## config.mk

```make
export PLATFORM = sky130hd
export DESIGN_NAME = key_matrix_scan_note_events_core
export DESIGN_NICKNAME = d
export VERILOG_FILES = /design/src/hdl/kmsne_pkg.sv /design/src/hdl/key_matrix_scan_note_events_core.sv /design/src/hdl/kmsne_scan.sv /design/src/hdl/kmsne_emit.sv
export SDC_FILE = /design/constraint.sdc
export NUM_CORES = 1
export LEC_CHECK = 0
export BUFFER_PORTS_ARGS = -buffer_cell sky130_fd_sc_hd__clkbuf_2
export CAP_MARGIN = 15
export CORE_ASPECT_RATIO = 1.2
export CORE_MARGIN = 5
export CORE_UTILIZATION = 45
export CTS_CLUSTER_SIZE = 20
export DETAILED_ROUTE_END_ITERATION = 10
export PLACE_DENSITY_LB_ADDON = 0.1
export SKIP_LAST_GASP = 1
export SLEW_MARGIN = 20
export SYNTH_ARGS = -nofsm -noshare
export SYNTH_HDL_FRONTEND = slang
export SYNTH_SLANG_ARGS = --single-unit
```

## constraint.sdc

```tcl
create_clock -name clk_i -period 2.07 [get_ports clk_i]
set_input_delay 0.414 -clock clk_i [delete_from_list [all_inputs] [get_ports clk_i]]
set_output_delay 0.414 -clock clk_i [all_outputs]
set_load 0.005 [all_outputs]
```

## src/hdl/kmsne_pkg.sv

```systemverilog
`timescale 1ns / 1ps
`default_nettype none

package kmsne_pkg;

  // Scan geometry defaults
  localparam int DefaultRowCount    = 4;
  localparam int DefaultColumnCount = 4;

  // Row sample width carried on the input port
  localparam int RowBitsW = 4;

  // Configuration port
  localparam int CfgIdxW  = 2;
  localparam int CfgDataW = 7;

  localparam logic [CfgIdxW-1:0] CfgBaseNote      = 2'd0;
  localparam logic [CfgIdxW-1:0] CfgPressVelocity = 2'd1;
  localparam logic [CfgIdxW-1:0] CfgChannelNumber = 2'd2;

  // Configuration reset values
  localparam logic [6:0] BaseNoteReset = 7'h15;
  localparam logic [6:0] VelocityReset = 7'd127;
  localparam logic [3:0] ChannelReset  = 4'h0;

  // One sampled column waiting to be reported
  typedef struct packed {
    logic                valid;
    logic [RowBitsW-1:0] rows;
    logic [RowBitsW-1:0] pend;
    logic [1:0]          col;
    logic [6:0]          note_base;
    logic [3:0]          drive;
  } item_t;

  // Emitter feedback to the scan stage
  typedef struct packed {
    logic                fire;
    logic                done;
    logic [RowBitsW-1:0] pend_left;
  } emit_fb_t;

  // One result item
  typedef struct packed {
    logic       event_valid;
    logic [1:0] key_row;
    logic [1:0] key_column;
    logic       pressed;
    logic [6:0] pitch;
    logic [6:0] velocity;
    logic [3:0] channel;
    logic [3:0] column_drive;
    logic       last;
  } result_t;

endpackage

`default_nettype wire

```

## src/hdl/key_matrix_scan_note_events_core.sv

```systemverilog
`timescale 1ns / 1ps
`default_nettype none
// The sample is registered in the scan stage, then each of its results in the result register.
// Results leave the result register one per cycle while out_stall_i is low; a sample gives max(1,
// changed rows) results, up to 4, from the single result register emitting one event per cycle.
// Reset: column 0 next to scan, stored row levels all released, base note 21, velocity 127,
// channel 0, no result pending.

module key_matrix_scan_note_events_core #(
  parameter int ROW_COUNT    = kmsne_pkg::DefaultRowCount,
  parameter int COLUMN_COUNT = kmsne_pkg::DefaultColumnCount
) (
  input  wire logic                           clk_i,
  input  wire logic                           rst_ni,
  input  wire logic                           cfg_we_i,
  input  wire logic [kmsne_pkg::CfgIdxW-1:0]  cfg_index_i,
  input  wire logic [kmsne_pkg::CfgDataW-1:0] cfg_data_i,
  input  wire logic                           in_valid_i,
  output logic                                in_stall_o,
  input  wire logic [kmsne_pkg::RowBitsW-1:0] row_bits_i,
  output logic                                out_valid_o,
  input  wire logic                           out_stall_i,
  output logic                                event_valid_o,
  output logic [1:0]                          key_row_o,
  output logic [1:0]                          key_column_o,
  output logic                                pressed_o,
  output logic [6:0]                          pitch_o,
  output logic [6:0]                          velocity_o,
  output logic [3:0]                          channel_o,
  output logic [3:0]                          column_drive_o,
  output logic                                last_o
);

  logic [6:0]          base_note_q;
  logic [6:0]          press_velocity_q;
  logic [3:0]          channel_number_q;
  kmsne_pkg::item_t    item;
  kmsne_pkg::emit_fb_t fb;
  kmsne_pkg::result_t  res;

  // Decode configuration writes
  always_ff @(posedge clk_i or negedge rst_ni) begin
    if (!rst_ni) begin
      base_note_q      <= kmsne_pkg::BaseNoteReset;
      press_velocity_q <= kmsne_pkg::VelocityReset;
      channel_number_q <= kmsne_pkg::ChannelReset;
    end else if (cfg_we_i) begin
      unique case (cfg_index_i)
        kmsne_pkg::CfgBaseNote:      base_note_q      <= cfg_data_i[6:0];
        kmsne_pkg::CfgPressVelocity: press_velocity_q <= cfg_data_i[6:0];
        kmsne_pkg::CfgChannelNumber: channel_number_q <= cfg_data_i[3:0];
        default: ;
      endcase
    end
  end

  kmsne_scan #(
    .ROW_COUNT    (ROW_COUNT),
    .COLUMN_COUNT (COLUMN_COUNT)
  ) u_scan (
    .clk_i       (clk_i),
    .rst_ni      (rst_ni),
    .in_valid_i  (in_valid_i),
    .in_stall_o  (in_stall_o),
    .row_bits_i  (row_bits_i),
    .base_note_i (base_note_q),
    .fb_i        (fb),
    .item_o      (item)
  );

  kmsne_emit u_emit (
    .clk_i            (clk_i),
    .rst_ni           (rst_ni),
    .item_i           (item),
    .press_velocity_i (press_velocity_q),
    .channel_i        (channel_number_q),
    .out_stall_i      (out_stall_i),
    .out_valid_o      (out_valid_o),
    .res_o            (res),
    .fb_o             (fb)
  );

  // Break the result out onto its ports
  assign event_valid_o  = res.event_valid;
  assign key_row_o      = res.key_row;
  assign key_column_o   = res.key_column;
  assign pressed_o      = res.pressed;
  assign pitch_o        = res.pitch;
  assign velocity_o     = res.velocity;
  assign channel_o      = res.channel;
  assign column_drive_o = res.column_drive;
  assign last_o         = res.last;

endmodule

`default_nettype wire

```

## src/hdl/kmsne_scan.sv

```systemverilog
`timescale 1ns / 1ps
`default_nettype none

module kmsne_scan #(
  parameter int ROW_COUNT    = kmsne_pkg::DefaultRowCount,
  parameter int COLUMN_COUNT = kmsne_pkg::DefaultColumnCount
) (
  input  wire logic                          clk_i,
  input  wire logic                          rst_ni,
  input  wire logic                          in_valid_i,
  output logic                               in_stall_o,
  input  wire logic [kmsne_pkg::RowBitsW-1:0] row_bits_i,
  input  wire logic [6:0]                    base_note_i,
  input  wire kmsne_pkg::emit_fb_t           fb_i,
  output kmsne_pkg::item_t                   item_o
);

  localparam int ColW     = (COLUMN_COUNT > 1) ? $clog2(COLUMN_COUNT) : 1;
  localparam int RowsUsed = (ROW_COUNT > kmsne_pkg::RowBitsW) ? kmsne_pkg::RowBitsW : ROW_COUNT;
  localparam logic [kmsne_pkg::RowBitsW-1:0] RowMask =
    kmsne_pkg::RowBitsW'((1 << RowsUsed) - 1);
  localparam logic [ColW-1:0] LastCol = ColW'(COLUMN_COUNT - 1);

  logic [ColW-1:0]                 col_q, col_d;
  logic [kmsne_pkg::RowBitsW-1:0]  prev_q [COLUMN_COUNT];
  kmsne_pkg::item_t                item_q, item_d;
  logic                            accept;
  logic [kmsne_pkg::RowBitsW-1:0]  rows;
  logic [kmsne_pkg::RowBitsW-1:0]  changed;
  logic [ColW-1:0]                 col_next;

  // Take a new sample once the held one is finished
  assign in_stall_o = item_q.valid & ~fb_i.done;
  assign accept     = in_valid_i & ~in_stall_o;

  // Compare against the stored levels of this column
  assign rows     = row_bits_i & RowMask;
  assign changed  = rows ^ prev_q[col_q];
  assign col_next = (col_q == LastCol) ? '0 : col_q + 1'b1;
  assign col_d    = accept ? col_next : col_q;

  // Load, drain and release the held sample
  always_comb begin
    item_d = item_q;
    if (fb_i.fire) begin
      item_d.pend = fb_i.pend_left;
    end
    if (fb_i.done) begin
      item_d.valid = 1'b0;
    end
    if (accept) begin
      item_d.valid     = 1'b1;
      item_d.rows      = rows;
      item_d.pend      = changed;
      item_d.col       = 2'(col_q);
      item_d.note_base = base_note_i + 7'(ROW_COUNT * int'(col_q));
      item_d.drive     = 4'b0001 << col_next;
    end
  end

  always_ff @(posedge clk_i or negedge rst_ni) begin
    if (!rst_ni) begin
      col_q  <= '0;
      item_q <= '0;
      for (int i = 0; i < COLUMN_COUNT; i++) begin
        prev_q[i] <= '0;
      end
    end else begin
      col_q  <= col_d;
      item_q <= item_d;
      if (accept) begin
        prev_q[col_q] <= rows;
      end
    end
  end

  assign item_o = item_q;

endmodule

`default_nettype wire

```

## src/hdl/kmsne_emit.sv

```systemverilog
`timescale 1ns / 1ps
`default_nettype none

module kmsne_emit (
  input  wire logic               clk_i,
  input  wire logic               rst_ni,
  input  wire kmsne_pkg::item_t   item_i,
  input  wire logic [6:0]         press_velocity_i,
  input  wire logic [3:0]         channel_i,
  input  wire logic               out_stall_i,
  output logic                    out_valid_o,
  output kmsne_pkg::result_t      res_o,
  output kmsne_pkg::emit_fb_t     fb_o
);

  logic                           out_valid_q, out_valid_d;
  kmsne_pkg::result_t             res_q, res_d;
  logic [1:0]                     sel_row;
  logic [kmsne_pkg::RowBitsW-1:0] sel_oh;
  logic [kmsne_pkg::RowBitsW-1:0] pend_left;
  logic                           found;
  logic                           empty;
  logic                           pressed;
  logic                           can_load;
  logic                           fire;

  // Pick the lowest changed row still pending
  always_comb begin
    sel_row = '0;
    sel_oh  = '0;
    found   = 1'b0;
    for (int r = 0; r < kmsne_pkg::RowBitsW; r++) begin
      if (item_i.pend[r] && !found) begin
        sel_row   = 2'(r);
        sel_oh[r] = 1'b1;
        found     = 1'b1;
      end
    end
  end

  assign empty     = (item_i.pend == '0);
  assign pend_left = item_i.pend & ~sel_oh;
  assign pressed   = |(item_i.rows & sel_oh);

  // Advance when the result register is free or being drained
  assign can_load = ~out_valid_q | ~out_stall_i;
  assign fire     = item_i.valid & can_load;

  assign fb_o.fire      = fire;
  assign fb_o.done      = fire & (pend_left == '0);
  assign fb_o.pend_left = pend_left;

  // Build one result
  always_comb begin
    res_d.event_valid  = ~empty;
    res_d.key_row      = sel_row;
    res_d.key_column   = item_i.col;
    res_d.pressed      = pressed;
    res_d.pitch        = empty ? 7'd0 : item_i.note_base + 7'(sel_row);
    res_d.velocity     = pressed ? press_velocity_i : 7'd0;
    res_d.channel      = channel_i;
    res_d.column_drive = item_i.drive;
    res_d.last         = (pend_left == '0);
  end

  always_comb begin
    out_valid_d = out_valid_q;
    if (fire) begin
      out_valid_d = 1'b1;
    end else if (!out_stall_i) begin
      out_valid_d = 1'b0;
    end
  end

  always_ff @(posedge clk_i or negedge rst_ni) begin
    if (!rst_ni) begin
      out_valid_q <= 1'b0;
    end else begin
      out_valid_q <= out_valid_d;
    end
  end

  // Hold the result until its transfer
  always_ff @(posedge clk_i) begin
    if (fire) begin
      res_q <= res_d;
    end
  end

  assign out_valid_o = out_valid_q;
  assign res_o       = res_q;

endmodule

`default_nettype wire

```

==> out/results.env <==
RUN_STATUS='completed'
SYN-NUM-NETS=306
NETLIST_INSTANCES=277
DOMINANTREGCELLSYNTH='dfrtp_1'
POST-PLACE-CELLS=451
DRTPASS1ITERATIONS=4
CTS.HTREE.LEVELS=3
FLOW.AREA_GROWTH_FROM_SYNTHESIS_PCT=18.9
DRTITER0DRC=60
DIODES=0
SYNTH-SEQ-AREA-SHARE_PCT=61.1
POST_LAYOUT_INST_AREA_UM2=4590
DPL-INSTANCE-AREA_UM2=4350
ANTENNA_FOUND_INITIAL=0
VIAS=2216
IRDROPWORSTVDD_mV=0.687
IOS=49
FINAL.PERIOD_UTILIZATION_PCT=96.2
TIMING.CRITICAL_PATH.REQUIRED_PS=1660
CRITICAL_PATH.MAX_STAGE_DELAY_PS=420
COMBINED_AREA_OF_ALL_SYNTHESIZED_CELLS_UM2=3860
SYNTH-ASYNC-RESET-RATIO_PCT=67.0
SYNTH_MOST_COMMON_CELL='dfrtp_1'
FILLER_CELL_COUNT=752
MAX_CLOCK_FREQ_MHz=502
FINAL_CELL_COUNT_NO_FILL=470
R2R_SLACK_PS=120
SLEW_WORST_PIN_PS=963
ROUTED_WL_UM=6710
CTS_HOLD_REPAIR.BUFFERS=0
PERIOD_MINUS_WS_FINAL_PS=1990
YOSYSUNIQUECELLTYPES=40
CTS.CLK_SLEW.WORST_PATHS_PS=90
SYNTH.CELLS.MOST_FREQUENT='dfrtp_1 (49), nand2_1 (40), edfxtp_1 (29)'
DRC=0
STATIC-LEAKAGE-POWER_nW=2.08
HOLD_CLASS='in2async'
SETUP.WORST_PATH.CLASS='reg2out'
DRV_CAP=0
FLOORPLAN.INITIALDENSITY_PCT=45.6
CTS_TREE='done'
CRIT_PATH_CELL_CHAIN='buf_6 > a211oi_4 > o21ai_1 > and2_1 > clkbuf_2'
FLIP_FLOP_AND_LATCH_COUNT_AFTER_SYNTHESIS=88
CRIT_STARTPOINT='u_scan.item_o[16]$_DFFE_PN0P_'
CLOCK_INSERTION_DELAY_WORST_SKEW_PS=360
SYNTH_WARNINGS=0
DIE_H_UM=111
CLOCK_SKEW_AFTER_LAYOUT_PS=15.3
R2R_END='u_scan.item_o[7]$_DFFE_PN0N_'
TIMING.REG2REG.WORST_PATH_DEPTH=6
FLOORPLAN.DIE_AREA_UM2=10500
POWER_DENSITY_nW_PER_UM2=1440
ANT_NETS=0
CRITICAL_PATH_PEAK_FANOUT=7
CTS_ROOT_BUF='clkbuf_8'
CATEGORY_OF_THE_WORST_SETUP_PATH_LAUNCH_POINT='flip-flop'
SLEW_LIMIT_FAILS=0
ROUTED_WIRE_LENGTH_PER_INSTANCE_UM=14.3
WORST_R2R_STARTPOINT='u_scan.item_o[16]$_DFFE_PN0P_'
POST-SYNTH-TOP-AREA-FRACTION_PCT=31.8
ROUTABILITYCONGESTION=0.733
GRT_PASS1_WL_UM=11500
DIE_W_UM=94.6
FINAL_LAYOUT_SIZE_SUFFIX_GT1_SHARE_PCT=41.9
HOLD_VIOL=0
VIA_PER_INST=4.71
PORT-BUFFER-COUNT=48
CTS_BUFFERS=9
SYNTH_TOP_CELLS_BY_AREA='dfrtp_1 (32%), edfxtp_1 (23%), dfstp_2 (6.8%)'
ROW_COUNT=37
CRIT_SLOWEST_CELL='dfrtp_1'
SYNTH_EDF_COUNT=29
CORE_UM2=8470
NETS=377
SYNTH.LARGEST_AREA_CELL='dfrtp_1'
GRT_PASS1_VIAS=2237
RSZ0062_AT_GRT='yes'
CRIT_PATH_DAT_PS=1580
GRT-OVFL-TOTAL=0
ENDPOINT_OF_THE_WORST_SETUP_TIMING_PATH='in_stall_o'
MAX-SLEW-MARGIN-REL_PCT=35.7
FINAL_COUNT_OF_NEGATIVE_SETUP_SLACK_ENDPOINTS=0
TIMING.CRITICAL_PATH.TO_TYPE='output pin'
MAXIMUM_NUMBER_OF_PINS_ON_ONE_NET_BEFORE_GLOBAL_ROUTE_REPAIR=41
CLOCK_PATH_BUFFERS=2
SYN-MEAN-INSTANCE-AREA_UM2=13.9
DPL.HPWL_UM=4740
TOTAL_GLOBAL_ROUTE_TRACK_USAGE_PCT=14.2
CTS.SINK_COUNT=88
[where the power goes]
part           total, mW  switching [mW]  internal (mW)
sequential          2.94           0.333           2.61
combinational       2.45            1.17           1.28
clock               1.22           0.647          0.571
total               6.61            2.15           4.47
[kinds of logic (layout without fill, tap and decap cells)]
| family | after synthesis | in the layout | share of synthesized area (%) |
|---|---|---|---|
| xor+xnor | 12 | 12 | 2.72 |
| compound gates | 30 | 30 | 5.51 |
| simple gates | 80 | 80 | 10.7 |
| flops | 88 | 88 | 61.1 |
| buf+inv | 19 | 95 | 2.50 |
| mux | 37 | 37 | 13.5 |
| fa+ha+maj | 11 | 11 | 3.95 |
[repair_timing]
action | in CTS | in global routing
setup endpoints to repair | 1 | 16
resized for setup | 2 | 4
pin swaps | 1 | 3
setup buffers | 1 | 2
[stage by stage]
step	setup WS (ps)	utilization (%)	hold WS [ps]	TNS (ps)	power [mW]
floorplan	8.34	-	118	0	4.59
global placement	90.5	51.3	422	0	5.37
detailed placement	94.7	51.3	420	0	5.40
CTS	15.1	53.8	26.6	0	6.64
global route	-35.2	54.2	58.3	-138	7.14
finish	79.4	54.2	31.2	0	6.61
[critical path: cells and delay by family, from the launching register on]
kind / cells / cell delay, ps
buf+inv: 2 / 260
compound gates: 2 / 400
flops: 1 / 420
simple gates: 1 / 140
[layout make-up]
cell class | count | area, um2 | share of cell area [%]
Clock buffer | 9 | 124 | 2.70
Clock inverter | 7 | 77.6 | 1.69
Inverter | 10 | 37.5 | 0.818
Multi-Input combinational cell | 170 | 1420 | 30.9
Sequential cell | 88 | 2360 | 51.4
Tap cell | 117 | 146 | 3.19
Timing Repair Buffer | 69 | 427 | 9.30
[worst min-delay path by stage]
| stage | endpoint | cells after the start |
|---|---|---|
| after floorplan | base_note_q[1]$_DFFE_PN0P_ | 0 |
| after global placement | u_emit.res_o[7]$_DFFE_PP_ | 0 |
| after detailed placement | channel_number_q[2]$_DFFE_PN0P_ | 1 |
| after CTS | channel_number_q[1]$_DFFE_PN0P_ | 1 |
| after global routing | channel_number_q[2]$_DFFE_PN0P_ | 1 |
| final | channel_number_q[2]$_DFFE_PN0P_ | 1 |
[state kept, by name (all words and copies together), names as in the netlist]
register	count
base_note_q	7
channel_number_q	4
press_velocity_q	7
u_emit.out_valid_o	1
u_emit.res_o	29
u_scan.col_q	2
u_scan.item_o	22
u_scan.prev_q	16
[per-layer routing]
layer  wire length [um]  vias to the layer above  share of wire, %  global-route usage (%)
li1                   -                     1107                 -                       -
met1               3210                     1070                48                    19.4
met5                  0                        -                 0                       0
met4                106                        0               1.6                    5.49
met2               3160                       31                47                    22.1
met3                238                        8               3.5                    3.31
[cells in the final DEF, fill, tap and decap left out, types with 2 or more instances in the layout]
cell and count:
buf_12 2, nor2_1 9, dfstp_2 10, o21ai_0 15, nor2b_1 11, o211ai_1 2
inv_1 10, a21oi_1 4, inv_6 3, nand3b_1 2, nand2_1 40, buf_4 18
dfrtp_1 48, mux2_2 17, edfxtp_1 29, xor2_1 3, mux4_2 4, clkbuf_8 9
nand2_4 4, xnor2_1 9, ha_1 9, nand3_1 5, clkbuf_2 48, mux2_4 16
Power figures use the tool's default switching activity.
